==> config.mk <==
export PLATFORM = sky130hd
export DESIGN_NAME = streaming_top_k_selector_unit
export DESIGN_NICKNAME = d
export VERILOG_FILES = /design/src/rtl/core/tks_pkg.sv /design/src/rtl/core/tks_insert.sv /design/src/rtl/core/tks_drain.sv /design/src/rtl/core/streaming_top_k_selector_unit.sv
export SDC_FILE = /design/constraint.sdc
export NUM_CORES = 2
export LEC_CHECK = 0
export BUFFER_PORTS_ARGS = -buffer_cell sky130_fd_sc_hd__buf_4
export CAP_MARGIN = 20
export CORE_ASPECT_RATIO = 0.9
export CORE_MARGIN = 3
export CORE_UTILIZATION = 50
export DETAILED_ROUTE_END_ITERATION = 8
export MAX_ROUTING_LAYER = met4
export PLACE_DENSITY = 0.65
export SYNTH_ARGS = -nofsm -noshare
export SYNTH_HDL_FRONTEND = slang
export SYNTH_SLANG_ARGS = --single-unit
==> constraint.sdc <==
create_clock -name clk -period 45 [get_ports clk]
set_input_delay 6.75 -clock clk [delete_from_list [all_inputs] [get_ports clk]]
set_output_delay 6.75 -clock clk [all_outputs]
set_load 0.01 [all_outputs]
==> src/rtl/core/tks_pkg.sv <==
// Shared types and constants for the streaming top-k selector.
`default_nettype none
package tks_pkg;

	localparam int K_MAX_DEF = 16;
	localparam int N_MAX_DEF = 65536;

	localparam int VAL_W   = 32;
	localparam int POS_W   = 16;
	localparam int KCFG_W  = 5;

	localparam logic [KCFG_W-1:0] K_COUNT_RST = KCFG_W'(1);

	typedef struct packed {
		logic [VAL_W-1:0] value;
		logic             last_in;
	} tks_in_t;

	typedef struct packed {
		logic [POS_W-1:0] position;
		logic [VAL_W-1:0] top_value;
		logic             last_out;
	} tks_out_t;

endpackage
`default_nettype wire

==> src/rtl/core/tks_insert.sv <==
// Sorted list of kept entries with parallel compare-and-shift insertion.
`default_nettype none
module tks_insert
	import tks_pkg::*;
#(
	parameter int K_MAX = K_MAX_DEF,
	parameter int N_MAX = N_MAX_DEF,
	localparam int KW = $clog2(K_MAX + 1),
	localparam int PW = (N_MAX > 1) ? $clog2(N_MAX) : 1,
	localparam int NW = $clog2(N_MAX + 1)
) (
	input  wire logic              clk,
	input  wire logic              arst_n,
	input  wire logic              advance,
	input  wire logic [VAL_W-1:0]  value,
	input  wire logic              last_in,
	input  wire logic [KCFG_W-1:0] k_count,
	output logic      [VAL_W-1:0]  nxt_val [K_MAX],
	output logic      [PW-1:0]     nxt_pos [K_MAX],
	output logic      [KW-1:0]     nxt_cnt
);

	localparam int IW = (K_MAX > 1) ? $clog2(K_MAX) : 1;

	logic [VAL_W-1:0] kv_q [K_MAX];
	logic [PW-1:0]    kp_q [K_MAX];
	logic [KW-1:0]    cnt_q;
	logic [NW-1:0]    npos_q;

	logic [KW-1:0]    keff;
	logic [KW-1:0]    kc;
	logic [K_MAX-1:0] ge;
	logic             in_range;
	logic             full;
	logic [IW-1:0]    last_idx;
	logic             last_ge;
	logic             ins_ok;
	logic [PW-1:0]    cur_pos;

	always_comb begin
		if (int'(k_count) > K_MAX) begin
			keff = KW'(K_MAX);
		end else begin
			keff = KW'(k_count);
		end
		// A lowered k_count cuts the list before this item is placed.
		kc = (cnt_q > keff) ? keff : cnt_q;
		in_range = npos_q < NW'(N_MAX);
		cur_pos = PW'(npos_q);
		full = (kc == keff);
		last_idx = IW'(kc - KW'(1));
		last_ge = (kc == '0) ? 1'b1 : ge[last_idx];
		ins_ok = in_range && (keff != '0) && (!full || !last_ge);
		if (!ins_ok) begin
			nxt_cnt = kc;
		end else if (full) begin
			nxt_cnt = kc;
		end else begin
			nxt_cnt = kc + KW'(1);
		end
	end

	for (genvar i = 0; i < K_MAX; i++) begin : g_cell
		// Equal values stay ahead of the new one, so ties favor the earlier position.
		assign ge[i] = (KW'(i) < kc) && (kv_q[i] >= value);

		if (i == 0) begin : g_head
			always_comb begin
				if (!ins_ok || ge[i]) begin
					nxt_val[i] = kv_q[i];
					nxt_pos[i] = kp_q[i];
				end else begin
					nxt_val[i] = value;
					nxt_pos[i] = cur_pos;
				end
			end
		end else begin : g_body
			always_comb begin
				if (!ins_ok || ge[i]) begin
					nxt_val[i] = kv_q[i];
					nxt_pos[i] = kp_q[i];
				end else if (ge[i-1]) begin
					nxt_val[i] = value;
					nxt_pos[i] = cur_pos;
				end else begin
					nxt_val[i] = kv_q[i-1];
					nxt_pos[i] = kp_q[i-1];
				end
			end
		end

		always_ff @(posedge clk) begin
			if (advance) begin
				kv_q[i] <= nxt_val[i];
				kp_q[i] <= nxt_pos[i];
			end
		end
	end

	always_ff @(posedge clk or negedge arst_n) begin
		if (!arst_n) begin
			cnt_q  <= '0;
			npos_q <= '0;
		end else if (advance) begin
			if (last_in) begin
				cnt_q  <= '0;
				npos_q <= '0;
			end else begin
				cnt_q <= nxt_cnt;
				if (in_range) begin
					npos_q <= npos_q + NW'(1);
				end
			end
		end
	end

endmodule
`default_nettype wire

==> src/rtl/core/tks_drain.sv <==
// Result buffer that sends a finished list through an output register, one item per cycle unless out_stall holds it.
`default_nettype none
module tks_drain
	import tks_pkg::*;
#(
	parameter int K_MAX = K_MAX_DEF,
	parameter int N_MAX = N_MAX_DEF,
	localparam int KW = $clog2(K_MAX + 1),
	localparam int PW = (N_MAX > 1) ? $clog2(N_MAX) : 1
) (
	input  wire logic             clk,
	input  wire logic             arst_n,
	input  wire logic             load,
	input  wire logic [KW-1:0]    load_cnt,
	input  wire logic [VAL_W-1:0] load_val [K_MAX],
	input  wire logic [PW-1:0]    load_pos [K_MAX],
	output logic                  busy,
	output logic                  out_valid,
	input  wire logic             out_stall,
	output tks_out_t              out_item
);

	logic [VAL_W-1:0]    dv_q [K_MAX];
	logic [PW-1:0]       dp_q [K_MAX];
	logic [KW-1:0]       dcnt_q;
	logic                out_valid_q;
	tks_out_t            out_item_q;
	logic                pop;
	logic [PW+POS_W-1:0] pos_ext;

	assign busy = (dcnt_q != '0);
	assign pop  = busy && (!out_valid_q || !out_stall);
	assign pos_ext = {{POS_W{1'b0}}, dp_q[0]};

	always_ff @(posedge clk or negedge arst_n) begin
		if (!arst_n) begin
			dcnt_q      <= '0;
			out_valid_q <= 1'b0;
		end else begin
			if (load) begin
				dcnt_q <= load_cnt;
			end else if (pop) begin
				dcnt_q <= dcnt_q - KW'(1);
			end
			if (pop) begin
				out_valid_q <= 1'b1;
			end else if (!out_stall) begin
				out_valid_q <= 1'b0;
			end
		end
	end

	// Entry zero is always the next one out; each pop moves the rest up.
	always_ff @(posedge clk) begin
		if (load) begin
			dv_q <= load_val;
			dp_q <= load_pos;
		end else if (pop) begin
			for (int i = 0; i < K_MAX - 1; i++) begin
				dv_q[i] <= dv_q[i+1];
				dp_q[i] <= dp_q[i+1];
			end
		end
		if (pop) begin
			out_item_q.position  <= pos_ext[POS_W-1:0];
			out_item_q.top_value <= dv_q[0];
			out_item_q.last_out  <= (dcnt_q == KW'(1));
		end
	end

	assign out_valid = out_valid_q;
	assign out_item  = out_item_q;

endmodule
`default_nettype wire

==> src/rtl/core/streaming_top_k_selector_unit.sv <==
// An item is registered in the input register, then placed in the sorted list when it advances.
// Results of a vector load into the result buffer as its last item advances, then leave one per cycle unless stalled.
// Throughput: one item per cycle; a last item waits in the input register until
// the previous vector's results have all left the result buffer.
// Reset: arst_n clears the list count, position counter, k_count (to 1) and all valids.
`default_nettype none
module streaming_top_k_selector_unit
	import tks_pkg::*;
#(
	parameter int K_MAX = K_MAX_DEF,
	parameter int N_MAX = N_MAX_DEF
) (
	input  wire logic              clk,
	input  wire logic              arst_n,
	input  wire logic              in_valid,
	output logic                   in_stall,
	input  wire tks_in_t           in_item,
	output logic                   out_valid,
	input  wire logic              out_stall,
	output tks_out_t               out_item,
	input  wire logic              cfg_valid,
	output logic                   cfg_ready,
	input  wire logic [KCFG_W-1:0] cfg_data
);

	localparam int KW = $clog2(K_MAX + 1);
	localparam int PW = (N_MAX > 1) ? $clog2(N_MAX) : 1;

	logic              s1_valid;
	logic [VAL_W-1:0]  value_s1;
	logic              last_s1;
	logic [KCFG_W-1:0] k_count_q;
	logic              advance;
	logic              drain_busy;
	logic [VAL_W-1:0]  nxt_val [K_MAX];
	logic [PW-1:0]     nxt_pos [K_MAX];
	logic [KW-1:0]     nxt_cnt;

	assign cfg_ready = 1'b1;

	always_ff @(posedge clk or negedge arst_n) begin
		if (!arst_n) begin
			k_count_q <= K_COUNT_RST;
		end else if (cfg_valid && cfg_ready) begin
			k_count_q <= cfg_data;
		end
	end

	// A last item holds until the result buffer is free for its list.
	assign advance  = s1_valid && !(last_s1 && drain_busy);
	assign in_stall = s1_valid && !advance;

	always_ff @(posedge clk or negedge arst_n) begin
		if (!arst_n) begin
			s1_valid <= 1'b0;
		end else if (in_valid && !in_stall) begin
			s1_valid <= 1'b1;
		end else if (advance) begin
			s1_valid <= 1'b0;
		end
	end

	always_ff @(posedge clk) begin
		if (in_valid && !in_stall) begin
			value_s1 <= in_item.value;
			last_s1  <= in_item.last_in;
		end
	end

	tks_insert #(
		.K_MAX(K_MAX),
		.N_MAX(N_MAX)
	) u_insert (
		.clk     (clk),
		.arst_n  (arst_n),
		.advance (advance),
		.value   (value_s1),
		.last_in (last_s1),
		.k_count (k_count_q),
		.nxt_val (nxt_val),
		.nxt_pos (nxt_pos),
		.nxt_cnt (nxt_cnt)
	);

	tks_drain #(
		.K_MAX(K_MAX),
		.N_MAX(N_MAX)
	) u_drain (
		.clk       (clk),
		.arst_n    (arst_n),
		.load      (advance && last_s1),
		.load_cnt  (nxt_cnt),
		.load_val  (nxt_val),
		.load_pos  (nxt_pos),
		.busy      (drain_busy),
		.out_valid (out_valid),
		.out_stall (out_stall),
		.out_item  (out_item)
	);

endmodule
`default_nettype wire
==> metrics.txt <==
delay of the slowest critical-path stage 0.79 ns; Max Clock Skew 0.0460 ns; via count 52,508; row cnt 145; worst setup path endpoint u_drain.dv_q[466]; Die X 448 um; final worst path period need 9.89 ns; Netlist Area Pre-Place 87,900 um^2; Hold Buf Count CTS 0; DR WL/cell 23.5 um; boundary pin count 95; # fillers 14,156; CTS Sinks 1,652; Syn Inst Count 6,600; DRC errors left 0; CTS Buffer Depth 3; DIE AREA 181,000 um^2; clk_lat worst skew 0.82 ns; Setup Fix Bufs, Post-CTS 0; Max Cap Violations 0; cts bufs inserted 178; register bit count reported by yosys 1,652; commonest non-fill, non-tap cells in the layout edfxtp_1, mux2_2, nand2_1; Tightest Hold Check Type register to register; gr ovfl total 0; reg2reg end u_drain.dv_q[209]; EDFF count, synth 1,618; worst flop-to-flop path startpoint k_count_q[4]; HPWL Detailed 142,000 um; Max Fanout on Critical Path 173; antenna violations before repair 25; Pre-antenna DRT Iters 5; total global-route track usage 24.0%; syn avg cell area 13.3 um^2; CTS clk-pin slew, worst paths 0.06 ns; Worst-Margin Slew 1.24 ns; WL final 213,000 um; critical path class primary input to register; Die H 404 um; fraction of layout cells with a size suffix above 1 28.9%; vias in the first global route 52,650; WP depth 7; setup_tns 0 ns; most frequent CP cell buf_4; largest net degree at the start of global routing 174; Initial DRC Count 4,628; CP Launch Point out_stall; Slowest cell on crit path buf_4; most common cell after layout, fill and taps aside edfxtp_1; final setup fails 0; clock root buffer clkbuf_16; dominant synthesized flop cell edfxtp_1; Buffers on Ports 93; Final Hold Vio Count 0; layout net count 7,183; post-route clock period utilization 22.0%; worst reg2reg setup slack 37.10 ns; f_max 0.101 GHz; PostCTS Resize Cnt 0; Vias/cell 5.80; Yosys warnings 0; first-pass GRT wire length 327,000 um; Final ANT Viol Nets 0; Synth cell types 80; Layout Cells excl Fill 9,057; CTS tree done; Buf+Inv Stages, Crit Path 4; placer congestion estimate 0.866; core footprint 174,000 um^2; CP Launch Type primary input; post-synthesis sequential area ratio 56.3%; critical-path cell list buf_4, nand2_1, nand2_1, nand2_4, buf_4, buf_4, buf_12; placed cells 8,715; Layout area overhead 10.2%; CTS H-tree lvls 4; initial core utilization 50.4%; worst hold stages 0; Slew Viols, Final 0; FF-to-FF path depth 17; CP required 45.44 ns; Critical Path AT 10.32 ns; RSZ-0062 raised after global routing false; family with the most delay on the worst path buffers and inverters; Synth Net Count 7,166; slew margin rel. 16.9%; critical path capture point type register; status complete, no violations; async set-or-reset flop fraction in the synthesized netlist 2.06%
==> final cells by class <==
cell class	count	area (um^2)	area share (%)
sequential	1652	49400	51.0
multi-input combinational	4470	36700	37.9
clock buffer	222	4720	4.88
tap	2278	2850	2.94
timing repair buffer	220	1730	1.79
clock inverter	107	1020	1.06
inverter	95	372	0.384
antenna	13	32.5	0.0336
==> worst min-delay path by stage <==
stage | start | end | slack [ns]
6_report | u_drain.dp_q[252] | u_drain.out_item[45] | 0.42
5_1_grt | u_drain.dv_q[508] | u_drain.out_item[29] | 0.43
4_1_cts | u_drain.dp_q[254] | u_drain.out_item[47] | 0.42
3_5_place_dp | u_drain.dp_q[253] | u_drain.out_item[46] | 0.40
3_3_place_gp | u_drain.dp_q[254] | u_drain.out_item[47] | 0.40
2_1_floorplan | u_drain.dv_q[489] | u_drain.out_item[10] | 0.40
==> logic make-up (layout without fill, tap and decap cells) <==
logic type | after synthesis | after routing | synth area share (%)
muxes | 1582 | 1582 | 20.6
AOI/OAI and AO/OA | 1098 | 1098 | 7.19
DFF | 1652 | 1652 | 56.3
and+or+nand+nor | 1245 | 1245 | 5.94
adders and majority gates | 523 | 523 | 7.45
xor gates and xnor gates | 21 | 21 | 0.218
buffers and inverters | 478 | 644 | 2.35
other | 1 | 14 | 0.00427
==> sequential cells by signal (all words and copies together) (netlist names) <==
register           cells
k_count_q              5
last_s1                1
s1_valid               1
u_drain.dcnt_q         5
u_drain.dp_q         256
u_drain.dv_q         512
u_drain.out_item      49
u_drain.out_valid      1
u_insert.cnt_q         5
u_insert.kp_q        256
u_insert.kv_q        512
u_insert.npos_q       17
value_s1              32
==> synthesized netlist by cell type, drive strengths merged, types with 7 or more instances <==
| master | count | share of area [%] |
|---|---|---|
| o2111ai | 8 | 0.080 |
| a211oi | 33 | 0.28 |
| o221ai | 7 | 0.070 |
| a21o | 52 | 0.44 |
| nand2 | 561 | 2.4 |
| ha | 523 | 7.4 |
| a2111oi | 12 | 0.12 |
| nand2b | 16 | 0.11 |
| mux2i | 88 | 1.0 |
| clkbuf | 272 | 1.2 |
| buf | 111 | 0.79 |
| dfrtp | 33 | 0.94 |
| a31oi | 29 | 0.33 |
| nand3 | 43 | 0.24 |
| mux2 | 1494 | 20 |
| nor2 | 449 | 1.9 |
| and3 | 12 | 0.085 |
| o31ai | 10 | 0.085 |
| xnor2 | 18 | 0.19 |
| nand4 | 70 | 0.50 |
| nor2b | 19 | 0.14 |
| a221oi | 7 | 0.070 |
| a211o | 7 | 0.070 |
| inv | 94 | 0.40 |
| o21ai | 338 | 1.9 |
| nor4 | 16 | 0.11 |
| o211ai | 21 | 0.19 |
| a21oi | 521 | 3.0 |
| o21a | 7 | 0.060 |
| and4 | 14 | 0.14 |
| edfxtp | 1618 | 55 |
| nor3 | 25 | 0.14 |
==> metrics by stage <==
stage          util, %  instance area [um^2]  hold slack, ns  setup slack [ns]
6_report          55.6                 96900           0.416             35.11
5_1_grt           55.6                 96800           0.427             34.88
3_5_place_dp      52.3                 91100           0.405             34.24
4_1_cts           55.6                 96800           0.418             35.11
3_3_place_gp      52.3                 91000           0.403             34.17
2_1_floorplan        -                 87900           0.400             21.32
==> routing by layer <==
layer  vias to the layer above  wire (um)  track usage [%]
li1                      25181          -                -
met4                         0       5800             7.26
met3                       266      14300             4.21
met5                         -          0                -
met1                     25645     105000             36.5
met2                      1416      87300             32.7
Power is left out: the tool's default activity adds up to more than one toggle a clock period on the data nets, which glitch-free logic cannot reach.
